$ cat src/rowf_pkg.sv
// Package for the rank-order window filter: shared widths, register indexes,
// filter mode codes and the item descriptor passed between pipeline stages.
// No dependencies.
package rowf_pkg;

   localparam int PIXEL_BITS      = 8;
   localparam int POS_BITS        = 13;
   localparam int ITEM_BITS       = 23;
   localparam int TOTAL_BITS      = 27;
   localparam int WIDTH_REG_BITS  = 11;
   localparam int HEIGHT_REG_BITS = 13;
   localparam int MODE_BITS       = 2;
   localparam int CSR_INDEX_BITS  = 2;
   localparam int CSR_DATA_BITS   = 13;

   localparam logic [CSR_INDEX_BITS-1:0] CSR_IMAGE_WIDTH  = 2'd0;
   localparam logic [CSR_INDEX_BITS-1:0] CSR_IMAGE_HEIGHT = 2'd1;
   localparam logic [CSR_INDEX_BITS-1:0] CSR_FILTER_MODE  = 2'd2;

   localparam logic [MODE_BITS-1:0] MODE_MAX    = 2'd0;
   localparam logic [MODE_BITS-1:0] MODE_MEDIAN = 2'd1;
   localparam logic [MODE_BITS-1:0] MODE_MIN    = 2'd2;

   localparam logic [WIDTH_REG_BITS-1:0]  WIDTH_RESET  = 11'd1024;
   localparam logic [HEIGHT_REG_BITS-1:0] HEIGHT_RESET = 13'd1024;
   localparam logic [HEIGHT_REG_BITS-1:0] MAX_HEIGHT   = 13'd4096;

   // Per-item descriptor: whether the item yields a result, and where that result sits.
   typedef struct packed {
      logic                has_out;
      logic                last;
      logic [POS_BITS-1:0] row;
      logic [POS_BITS-1:0] col;
   } item_info_type;

endpackage

$ cat src/rowf_window.sv
// Window register array of the rank-order filter: shifts in one column per
// item and masks taps outside the frame to zero. Depends on rowf_pkg.
module rowf_window #(
   parameter int WINDOW = 3
) (
   input  logic                                          clock,
   input  logic                                          reset,
   input  logic                                          shift_en,
   input  logic                                          load_en,
   input  logic [WINDOW*rowf_pkg::PIXEL_BITS-1:0]        col_vec,
   input  rowf_pkg::item_info_type                       info,
   input  logic [rowf_pkg::POS_BITS-1:0]                 w_eff,
   input  logic [rowf_pkg::POS_BITS-1:0]                 h_eff,
   output logic                                          ready,
   output logic                                          out_valid,
   input  logic                                          out_ready,
   output logic [WINDOW*WINDOW*rowf_pkg::PIXEL_BITS-1:0] out_taps,
   output logic                                          out_last
);

   localparam int PB   = rowf_pkg::PIXEL_BITS;
   localparam int PAD  = (WINDOW - 1) / 2;
   localparam int VB   = WINDOW * PB;
   localparam int TAPS = WINDOW * WINDOW;
   localparam int RB   = rowf_pkg::POS_BITS + 1;

   logic [VB-1:0]      win_ff [WINDOW];
   logic [VB-1:0]      win_in [WINDOW];
   logic [WINDOW-1:0]  row_ok;
   logic [WINDOW-1:0]  col_ok;
   logic [RB-1:0]      rp;
   logic [RB-1:0]      cp;
   logic [TAPS*PB-1:0] taps_in;
   logic [TAPS*PB-1:0] taps_ff;
   logic               last_ff;
   logic               v_ff;

   always_comb begin
      win_in[0] = col_vec;
      for (int j = 1; j < WINDOW; j++) begin
         win_in[j] = win_ff[j-1];
      end
      rp = {1'b0, info.row} + RB'(PAD);
      cp = {1'b0, info.col} + RB'(PAD);
      // Row e of a column vector is PAD-e rows below the center; column j is PAD-j right.
      for (int e = 0; e < WINDOW; e++) begin
         row_ok[e] = (rp >= RB'(e)) && ((rp - RB'(e)) < {1'b0, h_eff});
      end
      for (int j = 0; j < WINDOW; j++) begin
         col_ok[j] = (cp >= RB'(j)) && ((cp - RB'(j)) < {1'b0, w_eff});
      end
      for (int j = 0; j < WINDOW; j++) begin
         for (int e = 0; e < WINDOW; e++) begin
            taps_in[(j*WINDOW+e)*PB +: PB] =
               (row_ok[e] && col_ok[j]) ? win_in[j][e*PB +: PB] : '0;
         end
      end
   end

   always_ff @(posedge clock) begin
      if (shift_en) begin
         for (int j = 0; j < WINDOW; j++) begin
            win_ff[j] <= win_in[j];
         end
      end
      if (load_en) begin
         taps_ff <= taps_in;
         last_ff <= info.last;
      end
   end

   always_ff @(posedge clock) begin
      if (reset) begin
         v_ff <= 1'b0;
      end else if (load_en) begin
         v_ff <= 1'b1;
      end else if (out_ready) begin
         v_ff <= 1'b0;
      end
   end

   assign ready     = !v_ff || out_ready;
   assign out_valid = v_ff;
   assign out_taps  = taps_ff;
   assign out_last  = last_ff;

endmodule

$ cat config.mk
export PLATFORM = sky130hd
export DESIGN_NAME = rowf_window
export DESIGN_NICKNAME = d
export VERILOG_FILES = /design/src/rowf_pkg.sv /design/src/rowf_window.sv
export SDC_FILE = /design/constraint.sdc
export NUM_CORES = 1
export LEC_CHECK = 0
export ABC_AREA = 0
export BUFFER_PORTS_ARGS = -buffer_cell sky130_fd_sc_hd__buf_2
export CORE_MARGIN = 2
export CORE_UTILIZATION = 61
export CTS_CLUSTER_SIZE = 12
export DETAILED_ROUTE_END_ITERATION = 8
export GPL_TIMING_DRIVEN = 0
export PLACE_DENSITY_LB_ADDON = 0.2
export RECOVER_POWER = 25
export SLEW_MARGIN = 5
export SYNTH_ARGS = -nofsm -noshare
export SYNTH_HDL_FRONTEND = slang
export SYNTH_SLANG_ARGS = --single-unit
$ cat constraint.sdc
create_clock -name clock -period 8.38 [get_ports clock]
set_clock_uncertainty 0.1 [all_clocks]
set_input_delay 0.838 -clock clock [delete_from_list [all_inputs] [get_ports clock]]
set_output_delay 0.838 -clock clock [all_outputs]
set_load 0.03 [all_outputs]
==> results.sh, run 1 <==
export IMPL_gr_usage_all_layers=0.254
export IMPL_die_w_um=118
export IMPL_first_iter_violations=528
export IMPL_tns_ns=0
export IMPL_synth_most_common_cell="edfxtp_1"
export IMPL_synth_top_area_frac=0.461
export IMPL_ys_seq_elements=122
export IMPL_core_area_um2=12600
export IMPL_dp_hpwl_um=13300
export IMPL_synth_top_cell_by_area="edfxtp_1"
export IMPL_vdd_ir_drop_max_mv=0.141
export IMPL_antenna_found_initial=1
export IMPL_layout_drive_gt1_share=0.207
export IMPL_htreeDepth=4
export IMPL_dr_pass1_iters=7
export IMPL_ys_warn_count=0
export IMPL_vias=6219
export IMPL_p_per_area_nw_per_um2=197
export IMPL_utilization=0.747
export IMPL_grt_max_degree=75
export IMPL_rsz0062_at_grt="false"
export IMPL_placementRows=41
export IMPL_vias_per_cell=5.64
export IMPL_max_stage_delay_ns=0.39
export IMPL_path_cells="buf_2 > clkbuf_1 > inv_1 > ha_1 > inv_1 > ha_1 > nand2_1 > nand2_1 > nor2_1 > nand3_1 > xor2_1 > ha_1 > nor2b_1 > a2111oi_0 > o21ai_0 > a221oi_1 > nand3_2 > buf_2 > nor3_1"
export IMPL_drt_met1_wl_um=7100
export IMPL_yosysSeqAreaShare=0.464
export IMPL_ioPinCount=158
export IMPL_routed_wl_um=17300
export IMPL_place_congestion=0.911
export IMPL_cts_repair_resized=0
export IMPL_synth_edff_count=121
export IMPL_wl_met3_um=1150
export IMPL_critPathMaxFanout=10
export IMPL_path_buf_inv=5
export IMPL_synth_fp_nets=912
export IMPL_start_util=0.624
export IMPL_clock_sinks=122
export IMPL_fin_crit_sh=0.595
export IMPL_setup_viol=0
export IMPL_cp_slowest_cell="ha_1"
export IMPL_critPathTopFamily="simple AND/OR/NAND/NOR gates"
export IMPL_fillCellCount=874
export IMPL_postCtsHoldBufs=0
export IMPL_die_h_um=118
export IMPL_avgSynthCellArea_um2=10.6
export IMPL_drv_slew=75
export IMPL_post_cts_setup_buffer_count=0
export IMPL_netlist_area_um2=7880
export IMPL_cts_reportedPaths_clkPinSlew_ns=0.05
export IMPL_worstHoldPathType="register to register"
export IMPL_cp_common_cell="ha_1"
export IMPL_ant_nets=0
export IMPL_cts_root_buf="clkbuf_16"
export IMPL_worstMarginPinSlew_ns=3.89
export IMPL_async_flop_share=0
export IMPL_synthDistinctLibCells=66
export IMPL_critPathArrivalTime_ns=5.11
export IMPL_tritoncts="done"
export IMPL_cts_made_buffers=17
export IMPL_min_period_ns=4.99
export IMPL_fin_nets=1083
export IMPL_failed_checks="max-capacitance violations, max-slew violations"
export IMPL_startpoint_type="primary input"
export IMPL_grt_pass1_wl_um=28400
export IMPL_p_leak_nw=4.22
export IMPL_cp_data_required_time_ns=8.51
export IMPL_dieArea_um2=13800
export IMPL_max_freq_mhz=200
export IMPL_cts_buffer_depth=2
export IMPL_wl_per_cell_um=15.7
export IMPL_slew_headroom=-1.59
export IMPL_ys_flop_type="edfxtp_1"
export IMPL_finalHoldViolations=0
export IMPL_clk_latency_ns=0.41
export IMPL_maxCapViolCount=1
export IMPL_synth_area_leaders="edfxtp_1, ha_1, xnor2_1"
export IMPL_port_buffer_count=152
export IMPL_area_delta_synth_final_pct=19.7
export IMPL_dr_max_layer_used="met4"
export IMPL_grt_overflow_total=0
export IMPL_yosys_top_cells_count="edfxtp_1, ha_1, inv_1"
export IMPL_total_power_mw=1.85
export IMPL_timing_critical_path_to_type="register"
export IMPL_synthCells=745
export IMPL_path_class="primary input to register"
export IMPL_grt_pass1_vias=6055
export IMPL_status="complete, but fails checks"
export IMPL_dr_wl_met2_um=8770
export IMPL_drc=0
## cells by family (layout without fill, tap and decap cells)
logic type	count (synthesis)	in the layout	synth area share
other	0	2	0
AOI/OAI and AO/OA	98	98	0.0856
muxes	3	3	0.00397
DFF	122	122	0.464
adders and majority gates	84	84	0.133
xor gates and xnor gates	67	67	0.0754
and+or+nand+nor	276	276	0.186
buffers and inverters	95	279	0.0523
## registers in the layout, indices dropped and copies added (netlist names)
name and count:
win_ff 48, out_valid 1, out_last 1, out_taps 72
## worst register-to-register path, cell delays in order (launching register included)
cell	delay (ns)
edfxtp_1	0.38
nand3_1	0.09
nor2_1	0.06
## where the power goes
group	internal, mW	leakage, nW	switching (mW)
Clock	0.487	0.287	0.230
Sequential	0.737	1.21	0.0153
Combinational	0.135	2.72	0.251
Total	1.36	4.22	0.496
## placed cells by master, fill, tap and decap left out, types with 5 or more instances in the layout
cell / n
nor2_1: 62
nand2b_1: 9
and4_1: 5
xnor2_1: 45
a211oi_1: 10
nand3_1: 39
o21ai_0: 14
edfxtp_1: 121
buf_2: 142
nand4_1: 15
nor2b_1: 7
nor3_1: 26
ha_1: 84
clkbuf_1: 30
nand2_1: 50
clkinv_1: 7
xor2_1: 21
a21oi_1: 26
inv_1: 70
and3_1: 30
a21o_1: 14
clkbuf_16: 17
and2_1: 6
## layer usage
metal / GRT usage / up-vias
li1: - / 3027
met5: 0 / -
met3: 0.0484 / 27
met4: 0.0934 / 0
met2: 0.445 / 267
met1: 0.313 / 2898
## final timing paths
kind | depth (start not counted) | endpoint | startpoint | slack, ns
max | 19 | out_taps[38] | info[13] | 3.39
min | 0 | win_ff[0][38] | win_ff[0][14] | 0.34
max reg2reg | 2 | out_taps[44] | win_ff[0][20] | 7.49
min reg2reg | 0 | win_ff[0][38] | win_ff[0][14] | 0.34
## cell type report
| type | instances | area [µm²] | share of cell area |
|---|---|---|---|
| Multi-Input combinational cell | 528 | 3810 | 0.404 |
| Sequential cell | 122 | 3650 | 0.388 |
| Timing Repair Buffer | 152 | 741 | 0.0786 |
| Clock buffer | 19 | 433 | 0.0459 |
| Inverter | 70 | 263 | 0.0279 |
| Tap cell | 172 | 215 | 0.0228 |
| Clock inverter | 13 | 156 | 0.0166 |
| Buffer | 25 | 149 | 0.0158 |
| Antenna cell | 2 | 5.00 | 0.000531 |
## stage by stage
stage | hold WS (ns) | instances | worst slack (ns) | area [µm²]
3_5_place_dp | 0.332 | 1069 | 3.03 | 8860
6_report | 0.341 | 1103 | 3.39 | 9430
3_3_place_gp | 0.329 | 1069 | 3.20 | 8850
2_1_floorplan | 0.326 | 745 | 4.05 | 7880
4_1_cts | 0.343 | 1101 | 3.43 | 9450
5_1_grt | 0.354 | 1102 | 2.99 | 9430
(Power assumes the default switching activity.)
==> run 2: changes to the inputs <==
--- a/config.mk
+++ b/config.mk
@@ -8,7 +8,7 @@
 export ABC_AREA = 0
 export BUFFER_PORTS_ARGS = -buffer_cell sky130_fd_sc_hd__buf_2
 export CORE_MARGIN = 2
-export CORE_UTILIZATION = 61
+export CORE_UTILIZATION = 56
 export CTS_CLUSTER_SIZE = 12
 export DETAILED_ROUTE_END_ITERATION = 8
 export GPL_TIMING_DRIVEN = 0
==> constraint.sdc (replaced) <==
create_clock -name clock -period 5.1 [get_ports clock]
set_clock_uncertainty 0.1 [all_clocks]
set_input_delay 0.51 -clock clock [delete_from_list [all_inputs] [get_ports clock]]
set_output_delay 0.51 -clock clock [all_outputs]
set_load 0.03 [all_outputs]
==> results.sh, run 2 (same netlist as run 1, synthesis figures left out) <==
export IMPL_status="complete, but fails checks"
export IMPL_failed_checks="max-capacitance violations, max-slew violations"
export IMPL_core_area_um2=13800
export IMPL_layout_commonest_cell="buf_2"
export IMPL_internal_power_mw=2.14
export IMPL_final_cell_mix="buf_2, edfxtp_1, ha_1"
export IMPL_p_per_area_nw_per_um2=316
export IMPL_vias_per_cell=5.49
export IMPL_fin_crit_sh=0.909
export IMPL_cts_repair_resized=0
export IMPL_ant_nets=0
export IMPL_fin_nets=1083
export IMPL_gr_usage_all_layers=0.237
export IMPL_grt_pass1_vias=5858
export IMPL_clkPwrFrac=0.372
export IMPL_instances_no_fill=1111
export IMPL_p_leak_nw=4.21
export IMPL_tns_ns=0
export IMPL_grt_max_degree=75
export IMPL_drc=0
export IMPL_routed_wl_um=17500
export IMPL_utilization=0.680
export IMPL_worstHoldPathType="primary input to register"
export IMPL_clk_latency_ns=0.40
export IMPL_grt_pass1_wl_um=27800
export IMPL_postCtsHoldBufs=0
export IMPL_die_w_um=123
export IMPL_place_inst=1077
export IMPL_timing_critical_path_to_type="register"
export IMPL_vdd_ir_drop_max_mv=0.217
export IMPL_setup_viol=0
export IMPL_critPathArrivalTime_ns=4.79
export IMPL_tritoncts="done"
export IMPL_layout_drive_gt1_share=0.214
export IMPL_fin_hold_ws_ns=0.165
export IMPL_drv_slew=75
export IMPL_antenna_found_initial=2
export IMPL_seq_power_share=0.415
export IMPL_placementRows=43
export IMPL_cts_root_buf="clkbuf_16"
export IMPL_power_frac_comb=0.214
export IMPL_finalHoldViolations=0
export IMPL_area_delta_synth_final_pct=19.4
export IMPL_post_cts_setup_buffer_count=0
export IMPL_die_h_um=123
export IMPL_grt_overflow_total=0
export IMPL_path_class="primary input to register"
export IMPL_maxCapViolCount=1
export IMPL_start_util=0.570
export IMPL_worstMarginPinSlew_ns=3.87
export IMPL_cts_buffer_depth=2
export IMPL_fillCellCount=1072
export IMPL_critPathMaxFanout=10
export IMPL_clock_sinks=122
export IMPL_rsz0062_at_grt="false"
export IMPL_htreeDepth=4
export IMPL_cp_data_required_time_ns=5.25
export IMPL_cts_made_buffers=17
export IMPL_dieArea_um2=15000
export IMPL_largest_reg_flops=72
export IMPL_startpoint_type="primary input"
export IMPL_p_sw_mw=0.836
export IMPL_dr_pass1_iters=5
export IMPL_p_sw_frac=0.281
export IMPL_dp_hpwl_um=13700
export IMPL_slew_headroom=-1.58
export IMPL_min_period_ns=4.64
export IMPL_vias=6097
export IMPL_cts_reportedPaths_clkPinSlew_ns=0.05
export IMPL_total_power_mw=2.98
export IMPL_wl_per_cell_um=15.7
export IMPL_place_congestion=0.909
export IMPL_max_freq_mhz=216
export IMPL_first_iter_violations=362
export IMPL_ioPinCount=158
export IMPL_port_buffer_count=152
[run 2: changes by cell type in the layout (fill, tap and decap cells not counted), sizes merged]
cell      before  now
bufinv         4    2
clkbuf        48   47
clkinvlp       0    2
clkinv         9   10
[run 2: per-layer routing]
layer / GRT usage / up-vias / wire, µm
met5: 0 / - / 0
met2: 0.420 / 218 / 8780
met1: 0.294 / 2833 / 7400
met3: 0.0386 / 20 / 1010
met4: 0.0797 / 0 / 280
li1: - / 3026 / -
[run 2: final cells by class]
cell class | instances | area [µm²] | share of cell area
multi-input cells | 528 | 3810 | 0.405
diodes | 2 | 5.00 | 0.000532
inverters | 70 | 263 | 0.0279
clock buffers | 18 | 429 | 0.0456
repair buffers | 152 | 741 | 0.0787
well taps | 180 | 225 | 0.0239
flip-flops and latches | 122 | 3650 | 0.388
plain buffers | 25 | 149 | 0.0158
clock inverters | 14 | 131 | 0.0140
[run 2: power by group through the flow]
stage / Sequential [mW] / Clock, mW / Combinational [mW]
floorplan: 1.36 / 0 / 0.318
finish: 1.23 / 1.11 / 0.637
detailed placement: 1.25 / 0 / 0.635
global route: 1.24 / 1.17 / 0.706
global placement: 1.25 / 0 / 0.612
CTS: 1.23 / 1.12 / 0.639
[run 2: metrics by stage]
stage               cell area (µm²)  worst slack [ns]
finish                         9410             0.463
detailed placement             8870            0.0595
CTS                            9430             0.461
global placement               8860             0.175
global route                   9410            0.0301
floorplan                      7880              1.10
[run 2: worst paths after layout]
check	start	endpoint	slack [ns]	cells past startpoint
max reg2reg	win_ff[0][15]	out_taps[39]	4.19	2
max	info[13]	out_taps[69]	0.46	17
min	reset	out_valid	0.17	2
min reg2reg	win_ff[0][5]	win_ff[0][29]	0.35	0
[run 2: critical path: stages]
cell,delay (ns)
buf_2,0.13
clkbuf_1,0.37
inv_1,0.12
ha_1,0.39
inv_1,0.13
ha_1,0.25
nand2_1,0.16
a211oi_1,0.42
xnor2_1,0.18
ha_1,0.26
nor2b_1,0.13
a2111oi_0,0.35
a211oi_1,0.16
a211oi_2,0.59
clkbuf_1,0.38
nand3_1,0.13
nor2_1,0.13
