**config.mk**
```make
export PLATFORM = sky130hd
export DESIGN_NAME = rowf_rank_select
export DESIGN_NICKNAME = d
export VERILOG_FILES = /design/src/rowf_pkg.sv /design/src/rowf_rank_select.sv
export SDC_FILE = /design/constraint.sdc
export NUM_CORES = 1
export LEC_CHECK = 0
export BUFFER_PORTS_ARGS = -buffer_cell sky130_fd_sc_hd__buf_4
export CORE_ASPECT_RATIO = 1.2
export CORE_UTILIZATION = 25
export DETAILED_ROUTE_END_ITERATION = 8
export GPL_TIMING_DRIVEN = 0
export HOLD_SLACK_MARGIN = 0.02
export PLACE_DENSITY_LB_ADDON = 0.25
export SYNTH_ARGS = -nofsm -noshare
export SYNTH_HDL_FRONTEND = slang
export SYNTH_SLANG_ARGS = --single-unit
```
**constraint.sdc**
```tcl
create_clock -name clock -period 10.3 [get_ports clock]
set_input_delay 2.06 -clock clock [delete_from_list [all_inputs] [get_ports clock]]
set_output_delay 2.06 -clock clock [all_outputs]
set_load 0.05 [all_outputs]
```
**src/rowf_pkg.sv**
```systemverilog
// Package for the rank-order window filter: shared widths, register indexes,
// filter mode codes and the item descriptor passed between pipeline stages.
// No dependencies.
package rowf_pkg;

   localparam int PIXEL_BITS      = 8;
   localparam int POS_BITS        = 13;
   localparam int ITEM_BITS       = 23;
   localparam int TOTAL_BITS      = 27;
   localparam int WIDTH_REG_BITS  = 11;
   localparam int HEIGHT_REG_BITS = 13;
   localparam int MODE_BITS       = 2;
   localparam int CSR_INDEX_BITS  = 2;
   localparam int CSR_DATA_BITS   = 13;

   localparam logic [CSR_INDEX_BITS-1:0] CSR_IMAGE_WIDTH  = 2'd0;
   localparam logic [CSR_INDEX_BITS-1:0] CSR_IMAGE_HEIGHT = 2'd1;
   localparam logic [CSR_INDEX_BITS-1:0] CSR_FILTER_MODE  = 2'd2;

   localparam logic [MODE_BITS-1:0] MODE_MAX    = 2'd0;
   localparam logic [MODE_BITS-1:0] MODE_MEDIAN = 2'd1;
   localparam logic [MODE_BITS-1:0] MODE_MIN    = 2'd2;

   localparam logic [WIDTH_REG_BITS-1:0]  WIDTH_RESET  = 11'd1024;
   localparam logic [HEIGHT_REG_BITS-1:0] HEIGHT_RESET = 13'd1024;
   localparam logic [HEIGHT_REG_BITS-1:0] MAX_HEIGHT   = 13'd4096;

   // Per-item descriptor: whether the item yields a result, and where that result sits.
   typedef struct packed {
      logic                has_out;
      logic                last;
      logic [POS_BITS-1:0] row;
      logic [POS_BITS-1:0] col;
   } item_info_type;

endpackage

```
**src/rowf_rank_select.sv**
```systemverilog
// Rank selector of the rank-order filter: pairwise compare, rank count and
// pick of the maximum, median or minimum over three registered stages.
// Depends on rowf_pkg.
module rowf_rank_select #(
   parameter int WINDOW = 3
) (
   input  logic                                          clock,
   input  logic                                          reset,
   input  logic [rowf_pkg::MODE_BITS-1:0]                mode,
   input  logic                                          in_valid,
   output logic                                          in_ready,
   input  logic [WINDOW*WINDOW*rowf_pkg::PIXEL_BITS-1:0] in_taps,
   input  logic                                          in_last,
   output logic                                          out_valid,
   input  logic                                          out_ready,
   output logic [rowf_pkg::PIXEL_BITS-1:0]               out_pixel,
   output logic                                          out_last
);

   localparam int PB   = rowf_pkg::PIXEL_BITS;
   localparam int TAPS = WINDOW * WINDOW;
   localparam int RB   = $clog2(TAPS);

   logic [PB-1:0]   val_in   [TAPS];
   logic [TAPS-1:0] beat_in  [TAPS];
   logic [PB-1:0]   bval_ff  [TAPS];
   logic [TAPS-1:0] beat_ff  [TAPS];
   logic            blast_ff;
   logic            bv_ff;
   logic [PB-1:0]   kval_ff  [TAPS];
   logic [RB-1:0]   rank_in  [TAPS];
   logic [RB-1:0]   rank_ff  [TAPS];
   logic            klast_ff;
   logic            kv_ff;
   logic [PB-1:0]   pick_in;
   logic [PB-1:0]   pix_ff;
   logic            olast_ff;
   logic            ov_ff;
   logic [RB-1:0]   target;
   logic            pass;
   logic            o_free;
   logic            o_load;
   logic            k_free;
   logic            k_load;
   logic            b_free;
   logic            b_load;

   // Ties break by tap index, so ranks form a permutation of 0..TAPS-1.
   always_comb begin
      for (int i = 0; i < TAPS; i++) begin
         val_in[i] = in_taps[i*PB +: PB];
      end
      for (int i = 0; i < TAPS; i++) begin
         for (int j = 0; j < TAPS; j++) begin
            beat_in[i][j] = (val_in[j] < val_in[i]) || ((val_in[j] == val_in[i]) && (j < i));
         end
      end
   end

   always_comb begin
      for (int i = 0; i < TAPS; i++) begin
         rank_in[i] = RB'($countones(beat_ff[i]));
      end
   end

   always_comb begin
      target = '0;
      pass   = 1'b1;
      unique case (mode)
         rowf_pkg::MODE_MAX:    target = RB'(TAPS - 1);
         rowf_pkg::MODE_MEDIAN: target = RB'((TAPS - 1) / 2);
         rowf_pkg::MODE_MIN:    target = '0;
         default:               pass   = 1'b0;
      endcase
      pick_in = '0;
      for (int i = 0; i < TAPS; i++) begin
         if (rank_ff[i] == target) begin
            pick_in = pick_in | kval_ff[i];
         end
      end
      if (!pass) begin
         pick_in = '0;
      end
   end

   assign o_free   = !ov_ff || out_ready;
   assign o_load   = kv_ff && o_free;
   assign k_free   = !kv_ff || o_load;
   assign k_load   = bv_ff && k_free;
   assign b_free   = !bv_ff || k_load;
   assign b_load   = in_valid && b_free;
   assign in_ready = b_free;

   always_ff @(posedge clock) begin
      if (b_load) begin
         for (int i = 0; i < TAPS; i++) begin
            bval_ff[i] <= val_in[i];
            beat_ff[i] <= beat_in[i];
         end
         blast_ff <= in_last;
      end
      if (k_load) begin
         for (int i = 0; i < TAPS; i++) begin
            kval_ff[i] <= bval_ff[i];
            rank_ff[i] <= rank_in[i];
         end
         klast_ff <= blast_ff;
      end
      if (o_load) begin
         pix_ff   <= pick_in;
         olast_ff <= klast_ff;
      end
   end

   always_ff @(posedge clock) begin
      if (reset) begin
         bv_ff <= 1'b0;
         kv_ff <= 1'b0;
         ov_ff <= 1'b0;
      end else begin
         if (b_load) begin
            bv_ff <= 1'b1;
         end else if (k_load) begin
            bv_ff <= 1'b0;
         end
         if (k_load) begin
            kv_ff <= 1'b1;
         end else if (o_load) begin
            kv_ff <= 1'b0;
         end
         if (o_load) begin
            ov_ff <= 1'b1;
         end else if (out_ready) begin
            ov_ff <= 1'b0;
         end
      end
   end

   assign out_valid = ov_ff;
   assign out_pixel = pix_ff;
   assign out_last  = olast_ff;

endmodule

```
==> results by group, run 1 <==
Run status
  – Status: finished, final reports clean

Floorplan
  – I/O pin cnt: 90
  – Chip width: roughly 240 um
  – Chip Height: between 200 and 300 um
  – Row cnt: 104
  – Starting Density: 0.253
  – CORE AREA: around 0.067 mm^2
  – Die area: 0.0689 mm^2

STA
  – Setup TNS: 0 ps
  – Final slew viol count: 0
  – Fmax: 194 MHz
  – Endpoints failing setup: 0
  – Hold Vio Cnt, Final: 0
  – Clock skew: about 15 ps
  – Minimum clock period: 5150 ps
  – RSZ-0062 raised after global routing: false
  – Slew @ Worst Pin: roughly 1300 ps
  – Period utilisation layout: 0.500
  – Relative slew slack: 0.140

Worst setup path
  – Worst setup EP type: output pin
  – Crit start category: primary input
  – WP buf/inv: 2
  – Worst setup path start: out_ready
  – Critical Path Max Stage Delay: between 500 and 600 ps
  – CP Max Fanout: 6
  – Crit path kind: in2out
  – Slowest-stage cell, CP: nor2b_1
  – Most common cell on crit path: buf_4
  – Worst EP arrival: around 3000 ps
  – Delay-heaviest family, CP: simple AND/OR/NAND/NOR gates
  – Required @ worst endpoint: between 8000 and 9000 ps
  – Critical path cell sequence: buf_4 > nor2b_1 > nand3_1 > buf_4
  – Worst flop-to-flop path startpoint: beat_ff[0][36]

Drt
  – Final ANT Viol Nets: 0
  – WL per Instance: ~23 um
  – DRT Wirelength: between 50 and 60 mm
  – DRT iter0 DRCs: roughly 700
  – Drt first pass iters: 5
  – # DRC: 0
  – Drt via density: about 4.8
  – Vias: 11500

Synthesis
  – Post-synthesis cell area: between 0.015 and 0.02 mm^2
  – Post-synth cell types: 36
  – Cells after Synth: 1361
  – Async set-or-reset flop fraction in the synthesized netlist: 0
  – Largest area contributor in the netlist: edfxtp_1
  – Adder-cell area share of the yosys netlist: 0.276
  – Top post-synthesis cells by area: edfxtp_1, ha_1, fa_1
  – Compound-cell area share of the yosys netlist: 0.133
  – Multiplexer share of the synthesized area: 0.000590
  – Ys Warns: 0
  – Post-synth top area share: 0.466
  – Number of synthesized flops with an enable pin: between 200 and 300
  – Xor and xnor area share after synthesis: 0.00465
  – Largest family of logic cells by synthesized area: adder cells
  – Most frequent cells after synthesis: ha_1, edfxtp_1, inv_1
  – Syn Area/Cell: 12.5 um^2
  – Post-synthesis simple-gate area fraction: 0.0782
  – Register area share after synthesis: 0.469
  – Yosys reg bits: 266
  – Most frequent cell after synthesis: ha_1
  – Top FF cell, synth: edfxtp_1
  – Syn Nets: between 1500 and 2000

GRT
  – Overflow left after global routing: 0
  – Initial antenna violation count: 1
  – Largest net degree at the start of global routing: 28
  – First-pass GRT wire length: 77.8 mm
  – GRT Util Overall: 0.160
  – Vias in the first global route: 11500

CTS
  – PostCTS Resize Cnt: 0
  – CTS Hold Buffers Added: 0
  – Later-pin clock latency in the skew report: 570 ps
  – Root Buffer: clkbuf_16
  – CTS clock-pin slew for the worst setup and hold paths: 60 ps
  – Post-CTS setup buffer count: 0
  – CTS sink cnt: 266
  – CTS H-tree lvls: 1
  – CTS tree: done
  – Maximum root-to-sink buffer count: 3
  – TritonCTS buffer count: 28

Final layout
  – Layout cells sized above 1: 0.107
  – Multi-input gate area: 0.00839 mm^2
  – Layout net count: ~1900
  – Final Cell Area: 0.0199 mm^2
  – Synth-to-Final Area Change: 17.2%
  – Storage element area: 0.00796 mm^2
  – Fill cells: ~7000

Job
  – Max cap viols: 0

Place
  – DP Wirelength: 40.5 mm
  – Placed Area: 0.0190 mm^2
  – Port Buffers: 87
  – Placer congestion estimate: around 0.83

Pwr
  – Static leakage: between 8 and 9 nW
  – Design Power: 3.22 mW
  – Max IR drop VDD: 117 uV
  – PD cells: between 150 and 200 mW/mm^2

Worst hold path
  – Type of the most critical hold path: reg2reg
  – Hold path start: bval_ff[0][17]
## layout by cell type, fill, tap and decap left out, types with 4 or more instances in the layout
| master | n |
|---|---|
| buf_12 | 7 |
| clkinv_1 | 4 |
| nor3b_1 | 7 |
| ha_1 | 317 |
| clkbuf_16 | 29 |
| nor2b_1 | 54 |
| nand2b_1 | 29 |
| o21ai_0 | 108 |
| a221oi_1 | 12 |
| inv_1 | 161 |
| nand3_1 | 8 |
| clkinv_2 | 8 |
| nand4_1 | 65 |
| or3_1 | 7 |
| o21a_1 | 37 |
| and2_1 | 7 |
| buf_4 | 88 |
| nor3_2 | 8 |
| a21oi_1 | 98 |
| xnor2_1 | 9 |
| fa_1 | 36 |
| nor2_1 | 4 |
| a22oi_1 | 8 |
| edfxtp_1 | 263 |
| nand2_1 | 15 |
| a22o_1 | 16 |
| clkinvlp_4 | 4 |
| a21o_1 | 65 |
| a32oi_1 | 8 |
## path summary, 6_finish.rpt
| path | slack (ps) | to | cells after the start |
|---|---|---|---|
| setup reg to reg | 7360 | rank_ff[0][18] | 9 |
| hold reg to reg | 420 | kval_ff[0][17] | 0 |
| setup / recovery | 5150 | in_ready | 4 |
| hold / removal | 420 | kval_ff[0][17] | 0 |
## flip-flops by register name, summed over array words and instances, names as in the netlist
register and count:
bv_ff 1, bval_ff 72, blast_ff 1, out_valid 1
rank_ff 36, out_pixel 8, beat_ff 72, kv_ff 1
out_last 1, klast_ff 1, kval_ff 72
## worst register-to-register path: stages, from the launching register on
cell and delay (ps):
edfxtp_1 410, fa_1 540, inv_1 50, fa_1 490
fa_1 410, inv_1 60, ha_1 160, inv_1 60
fa_1 370, xnor2_1 140
## metal layers
| metal | wire length, um | up-vias | track usage |
|---|---|---|---|
| met5 | 0 | - | 0 |
| met4 | 2000 | 0 | 0.0598 |
| met3 | 2340 | 89 | 0.0207 |
| met2 | 27400 | 287 | 0.284 |
| met1 | 23300 | 5655 | 0.195 |
| li1 | - | 5421 | - |
## logic make-up (layout without fill, tap and decap cells)
logic type               after synthesis  after routing
adder cells (fa/ha/maj)              353            353
buffers and inverters                165            312
multiplexers                           1              1
XOR/XNOR                               9              9
AO/OA/AOI/OAI                        358            358
flip-flops                           266            266
other                                  0              1
AND/OR/NAND/NOR                      209            209
## cell type report
type                       instances  area share
inverter                         161      0.0304
buffer                             4     0.00176
clock inverter                    20     0.00925
tap                              901      0.0567
antenna                            1    0.000126
multi-input combinational        930       0.422
clock buffer                      31      0.0369
timing repair buffer              96      0.0427
sequential                       266       0.400
## power by group
group / switching [mW] / internal, mW
logic: 0.471 / 0.322
clock network: 0.440 / 0.587
registers: 0.0453 / 1.35
## metrics by stage
| stage | utilization | worst slack, ps | cells | hold slack (ps) |
|---|---|---|---|---|
| after floorplan | - | 179 | 1361 | 400 |
| after global placement | 0.279 | -4160 | 2349 | 401 |
| after detailed placement | 0.282 | 5140 | 2358 | 405 |
| after CTS | 0.296 | 5130 | 2409 | 417 |
| after global routing | 0.296 | 5050 | 2409 | 422 |
| final | 0.296 | 5150 | 2410 | 417 |
Note: power is estimated with default switching activity, not from simulation.
==> run 2, diff against run 1 <==
--- a/config.mk
+++ b/config.mk
@@ -5,6 +5,7 @@
 export SDC_FILE = /design/constraint.sdc
 export NUM_CORES = 1
 export LEC_CHECK = 0
+export ABC_AREA = 1
 export BUFFER_PORTS_ARGS = -buffer_cell sky130_fd_sc_hd__buf_4
 export CORE_ASPECT_RATIO = 1.2
 export CORE_UTILIZATION = 25
==> constraint.sdc (replaced) <==
create_clock -name clock -period 4.25 [get_ports clock]
set_input_delay 0.85 -clock clock [delete_from_list [all_inputs] [get_ports clock]]
set_output_delay 0.85 -clock clock [all_outputs]
set_load 0.05 [all_outputs]
==> results by group, run 2 <==
Run status
  – Status: finished, final reports clean

STA
  – Period utilisation layout: 0.708
  – Final slew viol count: 0
  – Endpoints failing setup: 0
  – Slew @ Worst Pin: around 1300 ps
  – Relative slew slack: 0.160
  – Minimum clock period: around 3000 ps
  – Fmax: 332 MHz
  – Setup TNS: 0 ps
  – Clock skew: ~15 ps
  – Hold Vio Cnt, Final: 0
  – RSZ-0062 raised after global routing: false
  – Final worst slack: between 1000 and 1500 ps

Floorplan
  – Die area: approximately 0.070 mm^2
  – Chip width: between 200 and 250 um
  – I/O pin cnt: 90
  – Row cnt: between 100 and 150
  – Chip Height: between 200 and 300 um
  – Starting Density: 0.253
  – CORE AREA: ~0.07 mm^2

Final layout
  – Synth-to-Final Area Change: 16.6%
  – Ant diodes: 0
  – Commonest non-fill, non-tap cell in the layout: ha_1
  – Storage element area: ~0.0080 mm^2
  – Fill cells: between 7000 and 8000
  – Biggest regs: beat_ff: 72 flops, bval_ff: 72 flops, kval_ff: 72 flops
  – Layout cells sized above 1: 0.0916
  – Layout net count: approximately 2200
  – Multi-input gate area: slightly above 0.008 mm^2
  – Most frequent cells in the layout: ha_1, inv_1, edfxtp_1

Place
  – Pre-CTS setup slack: between 1000 and 1500 ps
  – Placer congestion estimate: between 0.8 and 0.9
  – DP Wirelength: around 42 mm
  – Port Buffers: 88

CTS
  – CTS tree: done
  – Maximum root-to-sink buffer count: 3
  – Later-pin clock latency in the skew report: around 570 ps
  – CTS H-tree lvls: 1
  – CTS clock-pin slew for the worst setup and hold paths: ~70 ps
  – Post-CTS setup buffer count: 0
  – TritonCTS buffer count: 27
  – Root Buffer: clkbuf_16
  – CTS sink cnt: about 270
  – PostCTS Resize Cnt: 0
  – CTS Hold Buffers Added: 0

Synthesis
  – Top FF cell, synth: edfxtp_1
  – Most frequent cells after synthesis: ha_1, inv_1, edfxtp_1
  – Post-synthesis cell area: 0.0174 mm^2
  – Async set-or-reset flop fraction in the synthesized netlist: 0
  – Cells after Synth: between 1500 and 2000
  – Top post-synthesis cells by area: edfxtp_1, ha_1, inv_1
  – Largest area contributor in the netlist: edfxtp_1
  – Yosys reg bits: ~270
  – Post-synth cell types: 29
  – Post-synth top area share: 0.455
  – Most frequent cell after synthesis: ha_1
  – Ys Warns: 0
  – Register area share after synthesis: 0.459
  – Syn Nets: 2092
  – Syn Area/Cell: between 10 and 15 um^2
  – Number of synthesized flops with an enable pin: 263

Drt
  – Drt first pass iters: 5
  – DRT iter0 DRCs: 690
  – Drt via density: ~4.6
  – # DRC: 0
  – DRT Wirelength: roughly 55 mm
  – Vias: 12400
  – WL per Instance: about 20 um
  – Final ANT Viol Nets: 0

Worst setup path
  – CP Max Fanout: 2
  – Crit path kind: reg2reg
  – Required @ worst endpoint: 4570 ps
  – Crit start category: register
  – Worst setup EP type: register
  – Worst EP arrival: approximately 3300 ps

GRT
  – Initial antenna violation count: 0
  – First-pass GRT wire length: 80.6 mm
  – Overflow left after global routing: 0
  – Vias in the first global route: between 10000 and 15000
  – Largest net degree at the start of global routing: roughly 60
  – GRT Util Overall: 0.156

Job
  – Max cap viols: 0

Pwr
  – Static leakage: between 9 and 10 nW
  – Max IR drop VDD: between 300 and 400 uV
  – PD cells: about 380 mW/mm^2

Worst hold path
  – Type of the most critical hold path: reg2reg
[run 2: cell type report]
class	count	share of cell area
sequential	266	0.393
multi-input combinational	1075	0.405
buffer	2	0.000928
inverter	317	0.0594
tap	909	0.0562
timing repair buffer	93	0.0383
clock buffer	30	0.0340
clock inverter	19	0.0132
[run 2: routing by layer]
layer,part of all wire,GRT usage
met1,0.44,0.198
met2,0.48,0.273
met4,0.035,0.0588
met5,0,0
met3,0.043,0.0127
[run 2: where the power goes]
part	total, mW	internal [mW]	switching (mW)
registers	3.27	3.21	0.0676
logic	1.89	0.672	1.22
clock network	2.60	1.54	1.06
[run 2: kinds of logic (layout without fill, tap and decap cells)]
kind of cell,Yosys count,count (layout),synth area share
flops,266,266,0.459
xor+xnor,9,9,0.00454
simple gates,502,502,0.129
buf+inv,319,461,0.0698
fa+ha+maj,353,353,0.270
compound gates,211,211,0.0680
[run 2: path summary, 6_finish.rpt]
kind	startpoint	end	slack [ps]	depth (start not counted)
min	bval_ff[0][55]	kval_ff[0][55]	400	0
max reg2reg	beat_ff[0][36]	rank_ff[0][18]	1240	9
min reg2reg	bval_ff[0][55]	kval_ff[0][55]	400	0
max	beat_ff[0][36]	rank_ff[0][18]	1240	9
[run 2: through the flow]
step / util / instance area (um^2) / power (mW) / cells / hold WS, ps
3_5_place_dp: 0.281 / 19300 / 5.24 / 2662 / 405
6_report: 0.295 / 20200 / 7.77 / 2711 / 405
2_1_floorplan: - / 17400 / 4.52 / 1660 / 400
5_1_grt: 0.295 / 20200 / 8.22 / 2711 / 411
3_3_place_gp: 0.279 / 19200 / 5.16 / 2657 / 400
4_1_cts: 0.295 / 20200 / 7.87 / 2711 / 401
[run 2: worst max-delay path, cell delays in order (launching register included)]
cell	delay (ps)
edfxtp_1	400
fa_1	560
inv_1	90
fa_1	500
fa_1	410
inv_1	70
ha_1	160
inv_1	60
fa_1	370
xnor2_1	140
